$ cat src/design/sfp_pkg.sv
// sfp_pkg: shared types and constants for the sync/type frame parser
// holds csr register indexes, reset values and the front-to-back command beat
// no dependencies
`timescale 1ns / 1ps

package sfp_pkg;

   localparam int unsigned BYTE_W  = 8;
   localparam int unsigned LEN_W   = 7;
   localparam int unsigned INDEX_W = 6;
   localparam int unsigned CSR_IDX_W = 2;

   localparam logic [CSR_IDX_W-1:0] CSR_SYNC_VALUE  = 2'd0;
   localparam logic [CSR_IDX_W-1:0] CSR_FRAME_TYPE  = 2'd1;
   localparam logic [CSR_IDX_W-1:0] CSR_PAYLOAD_LEN = 2'd2;

   localparam logic [BYTE_W-1:0] SYNC_VALUE_RST  = 8'd170;
   localparam logic [BYTE_W-1:0] FRAME_TYPE_RST  = 8'h01;
   localparam logic [LEN_W-1:0]  PAYLOAD_LEN_RST = 7'd16;

   typedef enum logic {
      CMD_WRITE = 1'b0,
      CMD_EMIT  = 1'b1
   } cmd_kind_type;

   // one queue beat: a payload store write or a release of a verified frame
   typedef struct packed {
      cmd_kind_type        kind;
      logic [INDEX_W-1:0]  addr;
      logic [BYTE_W-1:0]   data;
      logic [LEN_W-1:0]    count;
   } cmd_type;

endpackage

$ cat src/design/sfp_queue.sv
// sfp_queue: two-entry command queue between parser front and emit back
// depends on sfp_pkg for the command beat type
`timescale 1ns / 1ps

module sfp_queue (
   input  logic            clock,
   input  logic            reset,
   input  logic            push,
   input  sfp_pkg::cmd_type push_data,
   input  logic            pop,
   output sfp_pkg::cmd_type pop_data,
   output logic            full,
   output logic            empty
);

   sfp_pkg::cmd_type entry_ff [2];
   logic       wr_ptr_ff, wr_ptr_in;
   logic       rd_ptr_ff, rd_ptr_in;
   logic [1:0] count_ff, count_in;

   assign full     = (count_ff == 2'd2);
   assign empty    = (count_ff == 2'd0);
   assign pop_data = entry_ff[rd_ptr_ff];

   always_comb begin
      wr_ptr_in = push ? ~wr_ptr_ff : wr_ptr_ff;
      rd_ptr_in = pop ? ~rd_ptr_ff : rd_ptr_ff;
      count_in  = count_ff + {1'b0, push} - {1'b0, pop};
   end

   always_ff @(posedge clock) begin
      if (reset) begin
         wr_ptr_ff <= 1'b0;
         rd_ptr_ff <= 1'b0;
         count_ff  <= 2'd0;
      end else begin
         wr_ptr_ff <= wr_ptr_in;
         rd_ptr_ff <= rd_ptr_in;
         count_ff  <= count_in;
      end
   end

   always_ff @(posedge clock) begin
      if (push) begin
         entry_ff[wr_ptr_ff] <= push_data;
      end
   end

`ifndef SYNTHESIS
   a_no_push_full: assert property (@(posedge clock) disable iff (reset) full |-> !push)
      else $error("queue push while full");
   a_no_pop_empty: assert property (@(posedge clock) disable iff (reset) empty |-> !pop)
      else $error("queue pop while empty");
`endif

endmodule

$ cat src/design/sfp_front.sv
// sfp_front: csr registers and frame parser (hunt, type, fill, checksum)
// depends on sfp_pkg; feeds store writes and frame releases to sfp_queue
`timescale 1ns / 1ps

module sfp_front #(
   parameter int unsigned MAX_PAYLOAD = 64
) (
   input  logic                           clock,
   input  logic                           reset,
   input  logic                           req_valid,
   output logic                           req_stall,
   input  logic [sfp_pkg::BYTE_W-1:0]     req_rx_byte,
   input  logic                           csr_valid,
   output logic                           csr_ready,
   input  logic [sfp_pkg::CSR_IDX_W-1:0]  csr_index,
   input  logic [sfp_pkg::BYTE_W-1:0]     csr_wdata,
   input  logic                           q_full,
   output logic                           q_push,
   output sfp_pkg::cmd_type               q_push_data
);

   localparam logic [sfp_pkg::LEN_W-1:0] MaxLen = sfp_pkg::LEN_W'(MAX_PAYLOAD);

   typedef enum logic [1:0] {
      PH_HUNT  = 2'd0,
      PH_TYPE  = 2'd1,
      PH_FILL  = 2'd2,
      PH_CHECK = 2'd3
   } phase_type;

   phase_type                     phase_ff, phase_in;
   logic [sfp_pkg::LEN_W-1:0]     fill_ff, fill_in;
   logic [sfp_pkg::BYTE_W-1:0]    xor_ff, xor_in;
   logic [sfp_pkg::BYTE_W-1:0]    sync_value_ff;
   logic [sfp_pkg::BYTE_W-1:0]    frame_type_ff;
   logic [sfp_pkg::LEN_W-1:0]     payload_len_ff;
   logic [sfp_pkg::LEN_W-1:0]     eff_len;
   logic                          accept;

   assign csr_ready = 1'b1;
   assign req_stall = q_full;
   assign accept    = req_valid && !q_full;

   always_comb begin
      if (payload_len_ff == '0) begin
         eff_len = sfp_pkg::LEN_W'(1);
      end else if (payload_len_ff > MaxLen) begin
         eff_len = MaxLen;
      end else begin
         eff_len = payload_len_ff;
      end
   end

   always_comb begin
      phase_in    = phase_ff;
      fill_in     = fill_ff;
      xor_in      = xor_ff;
      q_push      = 1'b0;
      q_push_data = '{kind: sfp_pkg::CMD_WRITE, addr: fill_ff[sfp_pkg::INDEX_W-1:0],
                      data: req_rx_byte, count: fill_ff};
      if (accept) begin
         case (phase_ff)
            PH_HUNT: begin
               if (req_rx_byte == sync_value_ff) begin
                  phase_in = PH_TYPE;
               end
            end
            PH_TYPE: begin
               if (req_rx_byte == frame_type_ff) begin
                  phase_in = PH_FILL;
                  fill_in  = '0;
                  xor_in   = '0;
               end else begin
                  phase_in = PH_HUNT;
               end
            end
            PH_FILL: begin
               if (fill_ff < MaxLen) begin
                  q_push  = 1'b1;
                  xor_in  = xor_ff ^ req_rx_byte;
                  fill_in = fill_ff + 1'b1;
               end
               if (fill_in >= eff_len || fill_in >= MaxLen) begin
                  phase_in = PH_CHECK;
               end
            end
            PH_CHECK: begin
               if (req_rx_byte == xor_ff) begin
                  q_push           = 1'b1;
                  q_push_data.kind = sfp_pkg::CMD_EMIT;
               end
               phase_in = PH_HUNT;
            end
            default: begin
               phase_in = PH_HUNT;
            end
         endcase
      end
   end

   always_ff @(posedge clock) begin
      if (reset) begin
         phase_ff       <= PH_HUNT;
         fill_ff        <= '0;
         xor_ff         <= '0;
         sync_value_ff  <= sfp_pkg::SYNC_VALUE_RST;
         frame_type_ff  <= sfp_pkg::FRAME_TYPE_RST;
         payload_len_ff <= sfp_pkg::PAYLOAD_LEN_RST;
      end else begin
         phase_ff <= phase_in;
         fill_ff  <= fill_in;
         xor_ff   <= xor_in;
         if (csr_valid && csr_ready) begin
            case (csr_index)
               sfp_pkg::CSR_SYNC_VALUE:  sync_value_ff  <= csr_wdata;
               sfp_pkg::CSR_FRAME_TYPE:  frame_type_ff  <= csr_wdata;
               sfp_pkg::CSR_PAYLOAD_LEN: payload_len_ff <= csr_wdata[sfp_pkg::LEN_W-1:0];
               default: ;
            endcase
         end
      end
   end

`ifndef SYNTHESIS
   a_fill_bound: assert property (@(posedge clock) disable iff (reset)
      fill_ff <= MaxLen)
      else $error("fill count beyond payload store");
`endif

endmodule

$ cat src/design/sfp_back.sv
// sfp_back: payload store and emit sequencer
// depends on sfp_pkg; drains commands from sfp_queue and drives the rsp beats
`timescale 1ns / 1ps

module sfp_back #(
   parameter int unsigned MAX_PAYLOAD = 64
) (
   input  logic                         clock,
   input  logic                         reset,
   input  logic                         q_empty,
   input  sfp_pkg::cmd_type             q_pop_data,
   output logic                         q_pop,
   output logic                         rsp_valid,
   input  logic                         rsp_stall,
   output logic [sfp_pkg::BYTE_W-1:0]   rsp_payload_byte,
   output logic [sfp_pkg::INDEX_W-1:0]  rsp_byte_index,
   output logic                         rsp_last
);

   localparam int unsigned AddrW = (MAX_PAYLOAD > 1) ? $clog2(MAX_PAYLOAD) : 1;

   typedef enum logic {
      ST_IDLE = 1'b0,
      ST_EMIT = 1'b1
   } state_type;

   logic [sfp_pkg::BYTE_W-1:0]  store_mem [MAX_PAYLOAD];
   state_type                   state_ff;
   logic [sfp_pkg::LEN_W-1:0]   idx_ff;
   logic [sfp_pkg::LEN_W-1:0]   total_ff;
   logic                        rsp_valid_ff;
   logic [sfp_pkg::BYTE_W-1:0]  rsp_payload_ff;
   logic [sfp_pkg::INDEX_W-1:0] rsp_index_ff;
   logic                        rsp_last_ff;
   logic                        slot_free;
   logic                        is_last;
   logic                        store_we;

   assign rsp_valid        = rsp_valid_ff;
   assign rsp_payload_byte = rsp_payload_ff;
   assign rsp_byte_index   = rsp_index_ff;
   assign rsp_last         = rsp_last_ff;

   assign slot_free = !rsp_valid_ff || !rsp_stall;
   assign is_last   = (idx_ff + 1'b1) == total_ff;
   assign q_pop     = (state_ff == ST_IDLE) && !q_empty;
   assign store_we  = q_pop && (q_pop_data.kind == sfp_pkg::CMD_WRITE);

   always_ff @(posedge clock) begin
      if (store_we) begin
         store_mem[q_pop_data.addr[AddrW-1:0]] <= q_pop_data.data;
      end
      if (state_ff == ST_EMIT && slot_free) begin
         rsp_payload_ff <= store_mem[idx_ff[AddrW-1:0]];
         rsp_index_ff   <= idx_ff[sfp_pkg::INDEX_W-1:0];
         rsp_last_ff    <= is_last;
      end
   end

   always_ff @(posedge clock) begin
      if (reset) begin
         state_ff     <= ST_IDLE;
         idx_ff       <= '0;
         total_ff     <= '0;
         rsp_valid_ff <= 1'b0;
      end else begin
         if (state_ff == ST_EMIT && slot_free) begin
            rsp_valid_ff <= 1'b1;
         end else if (!rsp_stall) begin
            rsp_valid_ff <= 1'b0;
         end
         case (state_ff)
            ST_IDLE: begin
               if (q_pop && q_pop_data.kind == sfp_pkg::CMD_EMIT) begin
                  idx_ff   <= '0;
                  total_ff <= q_pop_data.count;
                  state_ff <= ST_EMIT;
               end
            end
            ST_EMIT: begin
               if (slot_free) begin
                  idx_ff <= idx_ff + 1'b1;
                  if (is_last) begin
                     state_ff <= ST_IDLE;
                  end
               end
            end
            default: begin
               state_ff <= ST_IDLE;
            end
         endcase
      end
   end

`ifndef SYNTHESIS
   a_emit_in_range: assert property (@(posedge clock) disable iff (reset)
      (state_ff == ST_EMIT) |-> (idx_ff < total_ff))
      else $error("emit index past frame length");
`endif

endmodule

$ cat src/design/sync_type_frame_parser_xor.sv
// sync_type_frame_parser_xor: top level of the sync/type framed parser with xor check
// depends on sfp_pkg, sfp_front, sfp_queue and sfp_back
`timescale 1ns / 1ps

// Takes one received byte per req beat. The parser hunts for the sync byte, checks the
// type byte, stores payload_len payload bytes (clamped to 1..MAX_PAYLOAD) with a running
// xor and compares the next byte with it. A good frame comes out on rsp as one beat per
// payload byte with its index, last set on the final byte; a bad frame gives nothing.
// The front takes one byte per cycle while the two-beat command queue has room. Each
// stored byte is one queue beat that the back retires while idle; a verified frame then
// holds the back in its emit state (one store read per rsp beat), so req may stall after
// a checksum byte. csr writes are always ready and are meant for idle periods only.

module sync_type_frame_parser_xor #(
   parameter int unsigned MAX_PAYLOAD = 64
) (
   input  logic                           clock,
   input  logic                           reset,
   input  logic                           req_valid,
   output logic                           req_stall,
   input  logic [sfp_pkg::BYTE_W-1:0]     req_rx_byte,
   output logic                           rsp_valid,
   input  logic                           rsp_stall,
   output logic [sfp_pkg::BYTE_W-1:0]     rsp_payload_byte,
   output logic [sfp_pkg::INDEX_W-1:0]    rsp_byte_index,
   output logic                           rsp_last,
   input  logic                           csr_valid,
   output logic                           csr_ready,
   input  logic [sfp_pkg::CSR_IDX_W-1:0]  csr_index,
   input  logic [sfp_pkg::BYTE_W-1:0]     csr_wdata
);

   sfp_pkg::cmd_type push_data;
   sfp_pkg::cmd_type pop_data;
   logic             push;
   logic             pop;
   logic             full;
   logic             empty;

   sfp_front #(
      .MAX_PAYLOAD (MAX_PAYLOAD)
   ) u_front (
      .clock       (clock),
      .reset       (reset),
      .req_valid   (req_valid),
      .req_stall   (req_stall),
      .req_rx_byte (req_rx_byte),
      .csr_valid   (csr_valid),
      .csr_ready   (csr_ready),
      .csr_index   (csr_index),
      .csr_wdata   (csr_wdata),
      .q_full      (full),
      .q_push      (push),
      .q_push_data (push_data)
   );

   sfp_queue u_queue (
      .clock     (clock),
      .reset     (reset),
      .push      (push),
      .push_data (push_data),
      .pop       (pop),
      .pop_data  (pop_data),
      .full      (full),
      .empty     (empty)
   );

   sfp_back #(
      .MAX_PAYLOAD (MAX_PAYLOAD)
   ) u_back (
      .clock            (clock),
      .reset            (reset),
      .q_empty          (empty),
      .q_pop_data       (pop_data),
      .q_pop            (pop),
      .rsp_valid        (rsp_valid),
      .rsp_stall        (rsp_stall),
      .rsp_payload_byte (rsp_payload_byte),
      .rsp_byte_index   (rsp_byte_index),
      .rsp_last         (rsp_last)
   );

endmodule

$ cat config.mk
export PLATFORM = sky130hd
export DESIGN_NAME = sync_type_frame_parser_xor
export DESIGN_NICKNAME = d
export VERILOG_FILES = /design/src/design/sfp_pkg.sv /design/src/design/sfp_queue.sv /design/src/design/sfp_front.sv /design/src/design/sfp_back.sv /design/src/design/sync_type_frame_parser_xor.sv
export SDC_FILE = /design/constraint.sdc
export NUM_CORES = 1
export LEC_CHECK = 0
export ABC_CLOCK_PERIOD_IN_PS = 7450
export BUFFER_PORTS_ARGS = -buffer_cell sky130_fd_sc_hd__buf_4
export CORE_MARGIN = 2
export CORE_UTILIZATION = 42
export DETAILED_ROUTE_END_ITERATION = 10
export PLACE_DENSITY = 0.57
export SLEW_MARGIN = 20
export SYNTH_ARGS = -nofsm -noshare
export SYNTH_HDL_FRONTEND = slang
export SYNTH_SLANG_ARGS = --single-unit
$ cat constraint.sdc
create_clock -name clock -period 7.45 [get_ports clock]
set_clock_uncertainty 0.15 [all_clocks]
set_input_delay 1.1175 -clock clock [delete_from_list [all_inputs] [get_ports clock]]
set_output_delay 1.1175 -clock clock [all_outputs]
set_load 0.05 [all_outputs]
==> run metrics, run 1 <==
status=complete, no violations; cell area after layout=roughly 28,000 µm²; Syn. warnings=0; ys flop type=edfxtp_1; die area=~62,000 µm²; WL/cell=about 26 µm; CP Launch Type=flop; TNS Setup=0 ns; Hold Path Class=reg -> reg; die width=approximately 250 µm; Slew HR=between 20% and 30%; Post-Syn Nets=1,455; cell taking the most area after synthesis=edfxtp_1; endpoint class of the critical path=flop; Die Y=between 200 and 250 µm; pwr dens=between 200 and 300 nW/µm²; Synth Area in Compound Gates=under 10%; Final Hold Fails=0; CP Max Fanout=22; # fillers=between 4,000 and 5,000; DRT antenna net count=0; DP HPWL=around 37,000 µm; mux contribution to synthesized area=around 14%; Leak Pwr=0.00878 µW; post-synth cell types=67; setup violators final=0; initial antenna violation count=0; simple-gate portion of the synthesized area=5.27%; via count of the routed design=~13,000; DRC viols=0; largest net degree at the start of global routing=65; GR Util All Layers=19.6%; # IOs=41; Clock Latency Late Sink=between 0.5 and 0.6 ns; routability cong.=0.800; Reg clk slew, reported paths=around 0.06 ns; CTS resizes=0; RSZ-0062 raised after global routing=false; post-synth top area share=between 60% and 70%; Hold-fix buffers, CTS=0; Port Buffers=39; area post-placement=approximately 26,000 µm²; final core occ=approximately 48%; worst hold stages=2; final hold slack=between 0.3 and 0.4 ns; number of max-cap violations=0; Initial Utilization=42.4%; DRT iter0 DRCs=roughly 1,000; CORE AREA=between 50,000 and 60,000 µm²; Yosys reg bits=620; EDFF count, synth=~560; std cell rows=89; reg2reg path depth=4; H-tree depth=3; vias in the first global route=13,200; Tcrit/Tclk final=between 40% and 50%; Via density=between 5 and 6; slew of the pin with the lowest slew margin=~1.1 ns; max-slew violations=0; Nets=1,514; Synth area leaders=edfxtp_1 (67%), mux4_2 (8.6%), dfxtp_1 (4.9%); main combinational cell family by area after synthesis=multiplexers; mean post-synth cell area=17.7 µm²; mapped cell area=25,100 µm²; postcts setup bufs=0; Async S/R FF share, synth=0%; synthesized instance count=~1,400; wirelength, routed=slightly below 60,000 µm; final worst slack=~3.9 ns; CTS tree=built; peak supply drop=166 µV; fraction of layout cells with a size suffix above 1=between 10% and 20%; clk sinks=620; first-pass GRT wire length=87,900 µm; Worst Path Arrival=3.66 ns; Post-Synth Adder-Cell Area=less than 1%; clock root cell=clkbuf_16; xor/xnor share of the synthesized area=between 1 and 1.5%; register area share after synthesis=a little under three quarters; Clock Tree Buf Depth=3; ANT cells=0; fmax=between 200 and 300 MHz; crit path kind=reg -> reg; 1st-pass router iterations=5; grt ovf=0; Area Overhead vs Synth=12.4%; CTS Buf Count=between 60 and 70; Place WS=approximately 3.9 ns; Period minus WS final=~3.6 ns; Worst EP required=7.52 ns; R2R Setup Slk=3.85 ns
[logic make-up after synthesis]
family                   count (synthesis)
multiplexers                           211
adder cells (fa/ha/maj)                 15
AND/OR/NAND/NOR                        270
buffers and inverters                   94
flip-flops                             620
other                                    1
AO/OA/AOI/OAI                          165
XOR/XNOR                                41
[final cells by class]
type / instances / area [µm²] / share of cell area, %
Clock buffer: 87 / 1800 / 6.41
Tap cell: 773 / 967 / 3.43
Timing Repair Buffer: 60 / 450 / 1.60
Inverter: 24 / 90.1 / 0.320
Clock inverter: 29 / 263 / 0.933
Sequential cell: 620 / 18000 / 64.0
Multi-Input combinational cell: 703 / 6560 / 23.3
[routing by layer]
| metal | vias to the layer above | track usage (%) | wire length [µm] |
|---|---|---|---|
| li1 | 5784 | - | - |
| met1 | 6883 | 28.4 | 27000 |
| met2 | 382 | 30.9 | 28000 |
| met3 | 82 | 2.66 | 3040 |
| met4 | 0 | 6.37 | 1440 |
| met5 | - | 0 | 0 |
[placed cells by master, fill, tap and decap left out, types with 8 or more instances in the layout]
cell type    n
edfxtp_1   559
nor2_1     119
mux4_2      96
clkbuf_16   69
buf_4       60
dfxtp_1     57
mux2i_1     56
mux2_2      49
nand2_1     44
a21oi_1     40
xnor2_1     35
inv_1       23
nor2b_1     23
a211oi_1    18
nand3_1     18
clkbuf_1    17
o22ai_1     16
o21ai_0     16
ha_1        15
clkinv_1    15
a22oi_1     13
a221o_1     12
mux4_1      10
o221ai_1     9
nand4_1      8
[cells in the mapped netlist (18+ instances only)]
cell,n
mux2_2,49
dfxtp_1,61
nand2_1,44
edfxtp_1,559
a211oi_1,18
inv_1,23
nor2b_1,23
nand3_1,18
mux4_2,96
nor2_1,119
a21oi_1,40
buf_2,24
clkbuf_1,22
mux2i_1,56
xnor2_1,35
[flip-flops by register name (all words and copies together), names as in the netlist, 8 cells and up, named ones only]
name / cells
u_back.rsp_payload_byte: 8
u_back.store_mem: 512
u_front.frame_type_ff: 8
u_front.sync_value_ff: 8
u_front.xor_ff: 8
u_queue.entry_ff: 32
[power by group]
group	leakage, µW	switching, µW	internal [µW]
clock network	0.00100	1310	1870
logic	0.00224	682	377
registers	0.00554	79.6	3990
total	0.00878	2070	6250
[worst paths after layout]
| kind | start | to |
|---|---|---|
| worst max-delay path | flop | u_back.store_mem[9][0]$_DFFE_PP_ |
| worst min-delay path | u_queue.rd_ptr_ff$_SDFFE_PP0P_ | u_queue.rd_ptr_ff$_SDFFE_PP0P_ |
| worst max register to register | flop | u_back.store_mem[9][0]$_DFFE_PP_ |
| worst min register to register | u_queue.rd_ptr_ff$_SDFFE_PP0P_ | u_queue.rd_ptr_ff$_SDFFE_PP0P_ |
[critical path, stage by stage, from the launching register on]
cell	delay (ns)
dfxtp_1	0.32
buf_4	0.30
mux2i_1	0.92
nand3_1	0.66
nor2_1	0.87
[per-stage QoR]
stage	power (µW)	cells
6_report	8310	2296
3_5_place_dp	5220	2180
3_3_place_gp	5200	2180
5_1_grt	8600	2296
4_1_cts	8390	2296
2_1_floorplan	4860	1417
(Power assumes the default switching activity.)
==> inputs of run 2 (changes only) <==
ABC_AREA = 1   (was not set)
ABC_CLOCK_PERIOD_IN_PS = 2980   (was 7450)
PLACE_DENSITY = 0.59   (was 0.57)
clock period = 2.98 ns   (was 7.45 ns; I/O delays follow)
==> run metrics, run 2 <==
max-slew violations=0; Final Hold Fails=0; GR Util All Layers=a little over a fifth; ANT cells=0; Die Y=roughly 250 µm; Worst path slowest cell=nor2_1; Nets=between 2,000 and 2,500; die area=about 63,000 µm²; Post-Syn Nets=about 2,300; RSZ-0062 raised after global routing=false; mean post-synth cell area=11.5 µm²; CTS tree=built; Worst EP required=3.04 ns; first-pass GRT wire length=100,000 µm; WHS Endpoint=u_back.rsp_valid$_SDFFE_PP0P_; TNS Setup=0 ns; initial antenna violation count=0; # fillers=approximately 5,300; Syn. warnings=0; routability cong.=0.904; DRT iter0 DRCs=approximately 1,600; DRT antenna net count=0; hold_sp=rsp_stall; Area Overhead vs Synth=15.2%; endpoint class of the critical path=flop; H-tree depth=3; via count of the routed design=17,200; Reg clk slew, reported paths=approximately 0.060 ns; Crit. path cell count=6; post-synth cell types=40; count leader, synth=edfxtp_1; setup violators final=0; 1st-pass router iterations=6; DRC viols=0; Initial Utilization=a little over two fifths; clock root cell=clkbuf_16; mapped cell area=about 26,000 µm²; commonest non-fill, non-tap cell in the layout=edfxtp_1; pwr dens=approximately 710 nW/µm²; std cell rows=90; most frequent cells in the layout=edfxtp_1 (559), nor2_1 (388), nand2_1 (383), o21ai_0 (226), buf_4 (134); largest net degree at the start of global routing=100; CP Max Fanout=14; final worst slack=between 0.2 and 0.3 ns; main combinational cell family by area after synthesis=simple AND/OR/NAND/NOR gates; wirelength, routed=between 60,000 and 70,000 µm; clk sinks=between 600 and 700; reg2reg path depth=6; vias in the first global route=approximately 17,000; Async S/R FF share, synth=0%; slew of the pin with the lowest slew margin=between 0.9 and 1 ns; Worst Path Arrival=~2.8 ns; ys flop type=edfxtp_1; Leak Pwr=roughly 0.010 µW; Synth top cells by count=edfxtp_1 (559), nor2_1 (388), nand2_1 (383); Synth area leaders=edfxtp_1 (66%), nor2_1 (5.7%), nand2_1 (5.6%); die width=between 200 and 300 µm; fmax=370 MHz; area of the multi-input gates=~6600 µm²; Tcrit/Tclk final=between 90% and 100%; CORE AREA=60,200 µm²; post-synth top area share=65.7%; Period minus WS final=between 2 and 3 ns; register area=between 15,000 and 20,000 µm²; number of max-cap violations=0; DP HPWL=roughly 40,000 µm; worst-path cell chain=nand2_1, o21ai_1, inv_1, nor2_1, nand3_1, nor2_1; CP bufs+invs=1; R2R Setup Slk=~0.28 ns; slowest cell delay on critical path=about 0.67 ns; delay-heaviest family, CP=simple AND/OR/NAND/NOR gates; placed insts=about 3,000; Port Buffers=39; Hold Path Class=in -> reg; Clock Tree Buf Depth=3; final non-filler cell total=~3,200; CTS resizes=0; R2R Path End=u_back.store_mem[33][1]$_DFFE_PP_; crit path kind=reg -> reg; grt ovf=0; CTS Buf Count=66; # IOs=41; Post-Synth Adder-Cell Area=less than 1%; fraction of layout cells with a size suffix above 1=~11%; Clock Latency Late Sink=0.59 ns; Place WS=between 0.2 and 0.3 ns; WL/cell=between 20 and 25 µm; mux contribution to synthesized area=less than 1%; Worst path most repeated cell=nor2_1; status=complete, no violations; final core occ=48.8%; Synth Area in Compound Gates=roughly 10%; Slew HR=38.3%; synthesized instance count=2,224; worst hold stages=3; xor/xnor share of the synthesized area=less than 1%; cell taking the most area after synthesis=edfxtp_1; Largest register FFs=between 500 and 600; EDFF count, synth=559; simple-gate portion of the synthesized area=about 14%; Yosys reg bits=a little over 600; CP Launch Type=flop; peak supply drop=between 400 and 500 µV; register area share after synthesis=~71%; Via density=approximately 5.4
## run 2: cell count changes in the layout (fill, tap and decap cells not counted), moves of 43 or more
| cell | delta |
|---|---|
| buf_4 | +74 |
| inv_1 | +43 |
| mux2i_1 | -56 |
| mux4_2 | -96 |
| nand2_1 | +339 |
| nand3_1 | +49 |
| nor2_1 | +269 |
| o21ai_0 | +210 |
| o21ai_1 | +52 |
| o22ai_1 | +104 |
## run 2: layout make-up
| cell class | count | area share (%) |
|---|---|---|
| flip-flops and latches | 620 | 61.3 |
| multi-input cells | 1409 | 22.4 |
| repair buffers | 161 | 4.71 |
| clock inverters | 28 | 1.11 |
| inverters | 75 | 0.978 |
| well taps | 782 | 3.33 |
| clock buffers | 87 | 6.20 |
## run 2: where the power goes
| group | total (µW) | switching [µW] | internal (µW) |
|---|---|---|---|
| registers | 10300 | 99.9 | 10200 |
| clock network | 8190 | 3280 | 4910 |
| logic | 2460 | 1890 | 566 |
| total | 20900 | 5270 | 15700 |
## run 2: logic make-up (layout without fill, tap and decap cells)
kind of cell | after synthesis | in the layout
flops | 620 | 620
mux | 9 | 9
compound gates | 485 | 485
fa+ha+maj | 15 | 15
simple gates | 874 | 874
xor+xnor | 25 | 25
other cells | 1 | 1
buf+inv | 195 | 351
## run 2: worst max-delay path by stage
stage | end | slack (ns)
floorplan | u_queue.entry_ff[0][10]$_DFFE_PP_ | 0.68
global placement | u_back.store_mem[33][4]$_DFFE_PP_ | 0.34
detailed placement | u_back.store_mem[35][1]$_DFFE_PP_ | 0.28
CTS | u_back.store_mem[33][1]$_DFFE_PP_ | 0.25
global route | u_back.store_mem[33][5]$_DFFE_PP_ | 0.008
finish | u_back.store_mem[33][1]$_DFFE_PP_ | 0.28
## run 2: timing repair
action	4_1_cts	5_1_grt
buffers inserted	0	0
hold buffers	16	0
hold endpoints to repair	37	0
## run 2: tightest hold or removal path, cell delays in order
cell     delay, ns
buf_4         0.08
nand2_1       0.10
a21oi_1       0.15
## run 2: per-layer routing
| metal | vias to the layer above | GRT usage (%) | part of all wire (%) |
|---|---|---|---|
| li1 | 8108 | - | - |
| met1 | 8371 | 28.4 | 43 |
| met2 | 652 | 34.7 | 48 |
| met3 | 94 | 3.08 | 6.4 |
| met4 | 0 | 6.18 | 2.1 |
| met5 | - | 0 | 0 |
## run 2: stage by stage
stage	instance area, µm²	power [µW]	hold slack (ns)
finish	29400	20900	0.0618
global route	29400	21600	0.0916
CTS	29400	21100	0.0281
detailed placement	27100	12900	0.300
global placement	27100	12900	0.286
floorplan	25500	11800	0.272
